<file path="src/design/jhdp_pkg.sv">
// ----------------------------------------------------------------------------
// jhdp_pkg
// Shared types and codes for the JPEG header dimension parser.
// ----------------------------------------------------------------------------
package jhdp_pkg;

	// status codes
	localparam logic [3:0] ST_OK       = 4'd0;
	localparam logic [3:0] ST_BAD_SOI  = 4'd1;
	localparam logic [3:0] ST_NO_FF    = 4'd2;
	localparam logic [3:0] ST_PROG     = 4'd3;
	localparam logic [3:0] ST_SCAN     = 4'd4;
	localparam logic [3:0] ST_EOI      = 4'd5;
	localparam logic [3:0] ST_UNKNOWN  = 4'd6;
	localparam logic [3:0] ST_TRUNC    = 4'd7;
	localparam logic [3:0] ST_BAD_COMP = 4'd8;

	// marker bytes
	localparam logic [7:0] MK_FF     = 8'hff;
	localparam logic [7:0] MK_SOI    = 8'hd8;
	localparam logic [7:0] MK_APP_LO = 8'he0;
	localparam logic [7:0] MK_APP_HI = 8'hef;
	localparam logic [7:0] MK_COM    = 8'hfe;
	localparam logic [7:0] MK_DQT    = 8'hdb;
	localparam logic [7:0] MK_DHT    = 8'hc4;
	localparam logic [7:0] MK_SOF0   = 8'hc0;
	localparam logic [7:0] MK_SOF2   = 8'hc2;
	localparam logic [7:0] MK_SOS    = 8'hda;
	localparam logic [7:0] MK_EOI    = 8'hd9;

	typedef struct packed {
		logic [7:0] data_byte;
		logic       first_of_file;
		logic       last_of_file;
	} src_word_t;

	typedef struct packed {
		logic [3:0]  status;
		logic [15:0] image_height;
		logic [15:0] image_width;
		logic [7:0]  component_count;
		logic [7:0]  marker_code;
	} res_word_t;

endpackage

</file>
<file path="src/design/jpeg_header_dimension_parser.sv">
// ----------------------------------------------------------------------------
// jpeg_header_dimension_parser
// Result: registered; a deciding byte shows it in the cycle after it is accepted.
// Throughput: one byte per cycle; the single result register stalls the
// byte side only while it is full and its word is not being taken.
// Reset: asynchronous, clears the parse phase to start-of-file and empties
// the result register.
// ----------------------------------------------------------------------------
module jpeg_header_dimension_parser import jhdp_pkg::*; (
	input  logic      clk,
	input  logic      arst_n,
	input  logic      src_valid,
	output logic      src_stall,
	input  src_word_t src_word,
	output logic      res_valid,
	input  logic      res_stall,
	output res_word_t res_word
);

	logic      take;
	logic      fire;
	res_word_t result;
	logic      res_valid_q;
	res_word_t res_word_q;

	assign src_stall = res_valid_q && res_stall;
	assign take      = src_valid && !src_stall;

	jhdp_parse u_parse (
		.clk    (clk),
		.arst_n (arst_n),
		.take   (take),
		.word   (src_word),
		.fire   (fire),
		.result (result)
	);

	always_ff @(posedge clk or negedge arst_n) begin
		if (!arst_n) begin
			res_valid_q <= 1'b0;
		end else if (take && fire) begin
			res_valid_q <= 1'b1;
		end else if (!res_stall) begin
			res_valid_q <= 1'b0;
		end
	end

	always_ff @(posedge clk) begin
		if (take && fire) begin
			res_word_q <= result;
		end
	end

	assign res_valid = res_valid_q;
	assign res_word  = res_word_q;

endmodule

</file>
<file path="src/design/jhdp_parse.sv">
// ----------------------------------------------------------------------------
// jhdp_parse
// Marker-segment scanner: phase, skip counter and dimension holds; decides
// the result for each accepted byte.
// ----------------------------------------------------------------------------
module jhdp_parse import jhdp_pkg::*; (
	input  logic      clk,
	input  logic      arst_n,
	input  logic      take,
	input  src_word_t word,
	output logic      fire,
	output res_word_t result
);

	typedef enum logic [3:0] {
		PH_SOI0   = 4'd0,
		PH_SOI1   = 4'd1,
		PH_MFF    = 4'd2,
		PH_MCODE  = 4'd3,
		PH_LENH   = 4'd4,
		PH_LENL   = 4'd5,
		PH_SKIP   = 4'd6,
		PH_SOFPAD = 4'd7,
		PH_HH     = 4'd8,
		PH_HL     = 4'd9,
		PH_WH     = 4'd10,
		PH_WL     = 4'd11,
		PH_COMP   = 4'd12,
		PH_IDLE   = 4'd13
	} phase_t;

	phase_t      phase_q;
	logic [15:0] skip_q;
	logic [7:0]  len_hi_q;
	logic [15:0] height_q;
	logic [15:0] width_q;
	logic [7:0]  marker_q;

	phase_t      eff_phase, n_phase;
	logic [15:0] eff_skip, n_skip, dec_skip, seg_len;
	logic [7:0]  eff_len_hi, n_len_hi;
	logic [15:0] eff_height, n_height;
	logic [15:0] eff_width, n_width;
	logic [7:0]  eff_marker, n_marker;
	logic        done, idle_hit, with_dims;
	logic [3:0]  status;
	logic [7:0]  b;

	always_comb begin
		b = word.data_byte;
		// a new file wipes everything before the byte is looked at
		if (word.first_of_file) begin
			eff_phase  = PH_SOI0;
			eff_skip   = '0;
			eff_len_hi = '0;
			eff_height = '0;
			eff_width  = '0;
			eff_marker = '0;
		end else begin
			eff_phase  = phase_q;
			eff_skip   = skip_q;
			eff_len_hi = len_hi_q;
			eff_height = height_q;
			eff_width  = width_q;
			eff_marker = marker_q;
		end
		n_phase   = eff_phase;
		n_skip    = eff_skip;
		n_len_hi  = eff_len_hi;
		n_height  = eff_height;
		n_width   = eff_width;
		n_marker  = eff_marker;
		done      = 1'b0;
		idle_hit  = 1'b0;
		with_dims = 1'b0;
		status    = ST_OK;
		seg_len   = {eff_len_hi, b};
		dec_skip  = (eff_skip != 16'd0) ? (eff_skip - 16'd1) : eff_skip;

		case (eff_phase)
			PH_SOI0: begin
				if (b != MK_FF) begin
					done   = 1'b1;
					status = ST_BAD_SOI;
				end else begin
					n_phase = PH_SOI1;
				end
			end
			PH_SOI1: begin
				if (b != MK_SOI) begin
					done   = 1'b1;
					status = ST_BAD_SOI;
				end else begin
					n_phase = PH_MFF;
				end
			end
			PH_MFF: begin
				if (b != MK_FF) begin
					done   = 1'b1;
					status = ST_NO_FF;
				end else begin
					n_phase = PH_MCODE;
				end
			end
			PH_MCODE: begin
				n_marker = b;
				if ((b >= MK_APP_LO && b <= MK_APP_HI) || b == MK_COM || b == MK_DQT ||
				    b == MK_DHT) begin
					n_phase = PH_LENH;
				end else if (b == MK_SOF0) begin
					n_skip  = 16'd3;
					n_phase = PH_SOFPAD;
				end else if (b == MK_SOF2) begin
					done   = 1'b1;
					status = ST_PROG;
				end else if (b == MK_SOS) begin
					done   = 1'b1;
					status = ST_SCAN;
				end else if (b == MK_EOI) begin
					done   = 1'b1;
					status = ST_EOI;
				end else begin
					done   = 1'b1;
					status = ST_UNKNOWN;
				end
			end
			PH_LENH: begin
				n_len_hi = b;
				n_phase  = PH_LENL;
			end
			PH_LENL: begin
				// length counts its own two bytes
				if (seg_len > 16'd2) begin
					n_skip  = seg_len - 16'd2;
					n_phase = PH_SKIP;
				end else begin
					n_skip  = '0;
					n_phase = PH_MFF;
				end
			end
			PH_SKIP, PH_SOFPAD: begin
				n_skip = dec_skip;
				if (dec_skip == 16'd0) begin
					n_phase = (eff_phase == PH_SOFPAD) ? PH_HH : PH_MFF;
				end
			end
			PH_HH: begin
				n_height = {b, 8'h00};
				n_phase  = PH_HL;
			end
			PH_HL: begin
				n_height = eff_height | {8'h00, b};
				n_phase  = PH_WH;
			end
			PH_WH: begin
				n_width = {b, 8'h00};
				n_phase = PH_WL;
			end
			PH_WL: begin
				n_width = eff_width | {8'h00, b};
				n_phase = PH_COMP;
			end
			PH_COMP: begin
				done      = 1'b1;
				with_dims = 1'b1;
				status    = (b == 8'd1 || b == 8'd3) ? ST_OK : ST_BAD_COMP;
			end
			default: begin
				idle_hit = 1'b1;
				n_phase  = PH_IDLE;
			end
		endcase

		if (!done && !idle_hit && word.last_of_file) begin
			done   = 1'b1;
			status = ST_TRUNC;
		end
		if (done) begin
			n_phase = PH_IDLE;
		end

		fire                   = done;
		result.status          = status;
		result.image_height    = with_dims ? eff_height : 16'd0;
		result.image_width     = with_dims ? eff_width : 16'd0;
		result.component_count = with_dims ? b : 8'd0;
		result.marker_code     = n_marker;
	end

	always_ff @(posedge clk or negedge arst_n) begin
		if (!arst_n) begin
			phase_q  <= PH_SOI0;
			skip_q   <= '0;
			len_hi_q <= '0;
			height_q <= '0;
			width_q  <= '0;
			marker_q <= '0;
		end else if (take) begin
			phase_q  <= n_phase;
			skip_q   <= n_skip;
			len_hi_q <= n_len_hi;
			height_q <= n_height;
			width_q  <= n_width;
			marker_q <= n_marker;
		end
	end

endmodule

</file>
<file path="config.mk">
export PLATFORM = sky130hd
export DESIGN_NAME = jpeg_header_dimension_parser
export DESIGN_NICKNAME = d
export VERILOG_FILES = /design/src/design/jhdp_pkg.sv /design/src/design/jpeg_header_dimension_parser.sv /design/src/design/jhdp_parse.sv
export SDC_FILE = /design/constraint.sdc
export NUM_CORES = 1
export LEC_CHECK = 0
export CORE_ASPECT_RATIO = 0.8
export CORE_MARGIN = 2
export CORE_UTILIZATION = 58
export DETAILED_ROUTE_END_ITERATION = 12
export DONT_BUFFER_PORTS = 1
export HOLD_SLACK_MARGIN = 0.1
export PLACE_DENSITY = 0.73
export SYNTH_ARGS = -nofsm -noshare
export SYNTH_HDL_FRONTEND = slang
export SYNTH_SLANG_ARGS = --single-unit
</file>
<file path="constraint.sdc">
create_clock -name clk -period 4.71 [get_ports clk]
set_clock_uncertainty 0.2 [all_clocks]
set_input_delay 0.2355 -clock clk [delete_from_list [all_inputs] [get_ports clk]]
set_output_delay 0.2355 -clock clk [all_outputs]
set_load 0.05 [all_outputs]
</file>
==> impl_metrics.tcl, run 1 <==
set metrics [dict create \
    synth_edf_count 52 \
    yosysSeqAreaShare 0.510 \
    row_count 34 \
    hold_viol 0 \
    port_buffers 0 \
    rsz0062_at_grt "no" \
    synth_top_cell_area_share 0.268 \
    synth-seq-cells 121 \
    wl_per_cell_um 24.5 \
    startpoint_type "input pin" \
    drtPass1Iterations 8 \
    cap_violations 0 \
    clkLatencyLatePin_ps 420 \
    fin_crit_sh 0.722 \
    worstPathCellList "dlygate4sd3_1, nand3b_1, nor3_2, and4_1, a21oi_1, a21oi_4, buf_4" \
    die_y_um 98.3 \
    clock_path_buffers 2 \
    end_kind "flop" \
    finalSetupTns_ps 0 \
    path_buf_inv 2 \
    antenna_found_initial 0 \
    die-area_um2 12000 \
    cts_resized 0 \
    grt-ovfl-total 0 \
    cp_slowest_stage_delay_ps 810 \
    status "complete, no violations" \
    drt-total-wl_um 19000 \
    grt_pass1_vias 5041 \
    ant_nets 0 \
    yosysMostFrequentCell "dfrtp_1" \
    syn_avg_cell_area_um2 10.3 \
    required_ps 4560 \
    drt_iter0_drc 862 \
    area_delta_synth_final_pct 12.4 \
    nets 634 \
    cts_root_buf "clkbuf_16" \
    io_pins 68 \
    numCtsBuffers 17 \
    cts_sinks 121 \
    post-route-min-period_ps 3400 \
    fmax_ghz 0.294 \
    drc_errors 0 \
    slew_violations 0 \
    power_density_nw_per_um2 445 \
    gp_congestion 0.962 \
    yosysUniqueCellTypes 78 \
    p_leak_nw 2.89 \
    syn_area_um2 6440 \
    min_path_type "input pin to flop" \
    cp_top_family "buffers and inverters" \
    drive_gt1_frac 0.114 \
    dp.final_hpwl_um 11500 \
    worst_pin_slew_ps 1360 \
    grt_usage 0.329 \
    hold_slack_ps 113 \
    post_cts_buffers 0 \
    synth_area_leaders "dfrtp_1, edfxtp_1, a22o_1" \
    cp_slowest_cell "dlygate4sd3_1" \
    yosysTopAreaCell "dfrtp_1" \
    vias 5381 \
    grt_max_degree 70 \
    clk_pin_slew_worst_paths_ps 60 \
    vias_per_cell 6.96 \
    htree_levels 4 \
    timing.final.setup_violations 0 \
    syn_nets 644 \
    synth_commonest_cells "dfrtp_1, nand2_1, edfxtp_1" \
    ir_drop_v 0.000282 \
    timing.slew.headroom 0.0867 \
    diodes 0 \
    ys.flop_type "dfrtp_1" \
    initial_core_util 0.594 \
    grt_pass1_wl_um 29400 \
    yosysWarnings 0 \
    synthArstFlopShare 0.570 \
    synth_cells 626 \
    die_x_um 122 \
    core_area_um2 10800 \
    cts_tree "yes" \
    path_class "input pin to flop" \
    cp.arrival_ps 3250 \
    worstPathMaxFanout 39 \
]
layout make-up:
cell class,instances,area (um2)
fill,824,3610
sequential,121,3290
multi-input combinational,444,2930
clock buffer,17,425
timing repair buffer,19,190
tap,144,180
clock inverter,15,176
inverter,13,48.8
layout by cell type, fill, tap and decap left out, types with 5 or more instances in the layout:
cell type and n:
a211oi_1 8, nand2b_1 8, inv_1 12, inv_6 6, clkbuf_16 17, nand4_1 5, xnor2_1 6, o22ai_1 9
dfrtp_1 69, nand2_1 66, edfxtp_1 52, mux2_2 8, o21ai_0 25, a22o_1 48, nor2b_1 11, o21ai_1 11
nor3_1 19, and2_1 42, nor2_1 41, a21oi_1 17, nand3_1 10, dlygate4sd3_1 11, nor4_1 7, buf_4 7
o211ai_1 6
routing by layer:
layer / up-vias / track usage / wire (um)
met2: 399 / 0.459 / 8100
li1: 2324 / - / -
met4: 0 / 0.0805 / 320
met5: - / 0 / 0
met3: 45 / 0.107 / 2640
met1: 2613 / 0.499 / 7910
per-stage QoR:
| step | std cells | setup slack (ps) | instance area (um2) | utilization | total power [mW] |
|---|---|---|---|---|---|
| 2_1_floorplan | 626 | 200 | 6440 | - | 1.75 |
| 3_3_place_gp | 729 | 1580 | 6500 | 0.599 | 1.84 |
| 3_5_place_dp | 729 | 1510 | 6500 | 0.599 | 1.85 |
| 4_1_cts | 773 | 1390 | 7240 | 0.667 | 3.22 |
| 5_1_grt | 773 | 1160 | 7240 | 0.668 | 3.33 |
| 6_report | 773 | 1310 | 7240 | 0.668 | 3.22 |
registers in the layout, indices dropped and copies added (netlist names):
signal and cells:
u_parse.phase_q 4, u_parse.height_q 16, u_parse.marker_q 8, res_valid 1, u_parse.width_q 16, res_word 52
u_parse.len_hi_q 8, u_parse.skip_q 16
worst reg2reg max path, delay by kind of cell (launching register included):
kind	cells	cell delay, ps
adder cells (fa/ha/maj)	1	300
flip-flops	1	410
AND/OR/NAND/NOR	4	930
AO/OA/AOI/OAI	4	1380
where the power goes:
part           internal (mW)  switching [mW]
Sequential              1.17           0.186
Combinational          0.186           0.343
Clock                  0.798           0.539
Total                   2.16            1.07
repair_timing:
item / 4_1_cts / 5_1_grt
setup endpoints to repair: 0 / 0
hold buffers: 12 / 0
hold endpoints to repair: 151 / 0
cell families (layout without fill, tap and decap cells):
kind of cell | Yosys count | in the layout | share of synthesized area
AO/OA/AOI/OAI | 179 | 179 | 0.212
XOR/XNOR | 8 | 8 | 0.0109
adder cells (fa/ha/maj) | 5 | 5 | 0.00932
buffers and inverters | 61 | 64 | 0.0381
flip-flops | 121 | 121 | 0.510
multiplexers | 12 | 12 | 0.0202
AND/OR/NAND/NOR | 240 | 240 | 0.200
path summary, 6_finish.rpt:
kind,cells past startpoint,end,slack [ps],startpoint
setup / recovery,7,res_word[43],1310,src_word[1]
hold / removal,4,u_parse.skip_q[13],110,src_word[1]
setup reg to reg,9,u_parse.phase_q[0],1380,u_parse.skip_q[0]
hold reg to reg,1,u_parse.width_q[12],290,u_parse.width_q[12]
max in group asynchronous,2,u_parse.phase_q[1],3750,arst_n
min in group asynchronous,2,u_parse.skip_q[2],250,arst_n
Power figures use the tool's default switching activity.
==> inputs of run 2 (changes only) <==
==> constraint.sdc (replaced) <==
create_clock -name clk -period 2.8 [get_ports clk]
set_clock_uncertainty 0.2 [all_clocks]
set_input_delay 0.14 -clock clk [delete_from_list [all_inputs] [get_ports clk]]
set_output_delay 0.14 -clock clk [all_outputs]
set_load 0.05 [all_outputs]
==> impl_metrics.tcl, run 2 (synthesized netlist as in run 1, its figures left out) <==
set metrics [dict create \
    ant_nets 0 \
    layout_common_cells "dfrtp_1, buf_4, nand2_1" \
    multiInputGateArea_um2 3070 \
    worstPathMaxFanout 5 \
    place_ws_ps -131 \
    grt_usage 0.351 \
    antenna_found_initial 0 \
    ir_drop_v 0.000485 \
    vias_per_cell 6.64 \
    grt_pass1_wl_um 31900 \
    row_count 34 \
    cp.arrival_ps 2900 \
    violations "setup timing" \
    p_leak_nw 3.31 \
    grt_pass1_vias 5588 \
    wl_per_cell_um 23.4 \
    drt-total-wl_um 19900 \
    fmax_ghz 0.356 \
    dp.final_hpwl_um 12400 \
    min_path_type "input pin to flop" \
    path_class "flop to flop" \
    area_delta_synth_final_pct 23.7 \
    cap_violations 0 \
    num-fill-cells 744 \
    drc_errors 0 \
    die_x_um 122 \
    die-area_um2 12000 \
    grt-ovfl-total 0 \
    drtPass1Iterations 6 \
    drt_iter0_drc 571 \
    hold_slack_ps 118 \
    port_buffers 0 \
    timing.final.setup_violations 1 \
    vias 5637 \
    startpoint_type "flop" \
    end_kind "flop" \
    regToRegSetupSlack_ps -10 \
    final_cells 849 \
    cts_tree "yes" \
    diodes 0 \
    worst_slack_ps -10.8 \
    p_total_mw 5.47 \
    drive_gt1_frac 0.210 \
    fin_crit_sh 1.00 \
    mostFrequentLayoutCell "dfrtp_1" \
    slew_violations 0 \
    required_ps 2890 \
    rsz0062_at_grt "yes" \
    initial_core_util 0.594 \
    clock_path_buffers 2 \
    post-route-min-period_ps 2810 \
    io_pins 68 \
    post-place-cells 788 \
    timing.slew.headroom 0.459 \
    gp_congestion 0.975 \
    die_y_um 98.3 \
    hold_viol 0 \
    cts_root_buf "clkbuf_16" \
    clkLatencyLatePin_ps 410 \
    htree_levels 4 \
    largest_register_ffs 52 \
    clk_pin_slew_worst_paths_ps 60 \
    power_density_nw_per_um2 687 \
    seq_area_um2 3290 \
    cts_sinks 121 \
    numCtsBuffers 17 \
    worst_pin_slew_ps 812 \
    nets 710 \
    grt_max_degree 70 \
    status "finished with violations" \
    core_area_um2 10800 \
    finalSetupTns_ps -10.8 \
]
[run 2: cell count changes in the layout (fill, tap and decap cells not counted), moves of 3 or more]
cell,delta
buf_12,+3
buf_4,+60
clkbuf_1,+3
clkbuf_8,+3
clkinvlp_4,+3
dlygate4sd3_1,+11
inv_6,-5
[run 2: where the power goes]
part	total [mW]	switching, mW	internal [mW]
Sequential	2.25	0.279	1.97
Combinational	1.23	0.707	0.527
Clock	1.99	0.785	1.20
[run 2: worst paths after layout]
check                                     startpoint                    to  depth (start not counted)
max in group asynchronous                     arst_n     u_parse.skip_q[6]                          2
worst max register to register     u_parse.skip_q[6]    u_parse.phase_q[0]                          6
worst max-delay path               u_parse.skip_q[6]    u_parse.phase_q[0]                          6
worst min-delay path                     src_word[1]     u_parse.skip_q[7]                          4
min in group asynchronous                     arst_n   u_parse.len_hi_q[1]                          2
worst min register to register  u_parse.height_q[15]  u_parse.height_q[15]                          1
[run 2: what timing repair did]
action | in CTS | in global routing
hold buffers | 26 | 0
endpoints found under the setup margin | 2 | 15
resized for setup | 7 | 16
hold endpoints to repair | 155 | 0
pin swaps | 1 | 8
buffers inserted | 0 | 3
[run 2: critical path, cell delays in order (launching register included)]
cell      delay [ps]
dfrtp_2          430
or4_4            590
or3_4            360
or4_4            490
o211ai_2          80
nand4_2          190
a221o_1          360
[run 2: layout make-up]
cell class / instances / area share
Clock buffer: 23 / 0.0600
Tap cell: 144 / 0.0226
Clock inverter: 9 / 0.00864
Timing Repair Buffer: 95 / 0.105
Multi-Input combinational cell: 444 / 0.385
Sequential cell: 121 / 0.413
Inverter: 13 / 0.00612
[run 2: layer usage]
layer | vias up | share of wire | track usage
met5 | - | 0 | 0.0125
met1 | 2759 | 0.44 | 0.530
met4 | 0 | 0.020 | 0.114
met2 | 368 | 0.43 | 0.487
li1 | 2472 | - | -
met3 | 38 | 0.11 | 0.0993
[run 2: per-stage QoR]
stage                     instance area, um2  utilization
after floorplan                         6480            -
after detailed placement                6990        0.645
after global placement                  6990        0.645
final                                   7970        0.735
after CTS                               7870        0.726
after global routing                    7970        0.735
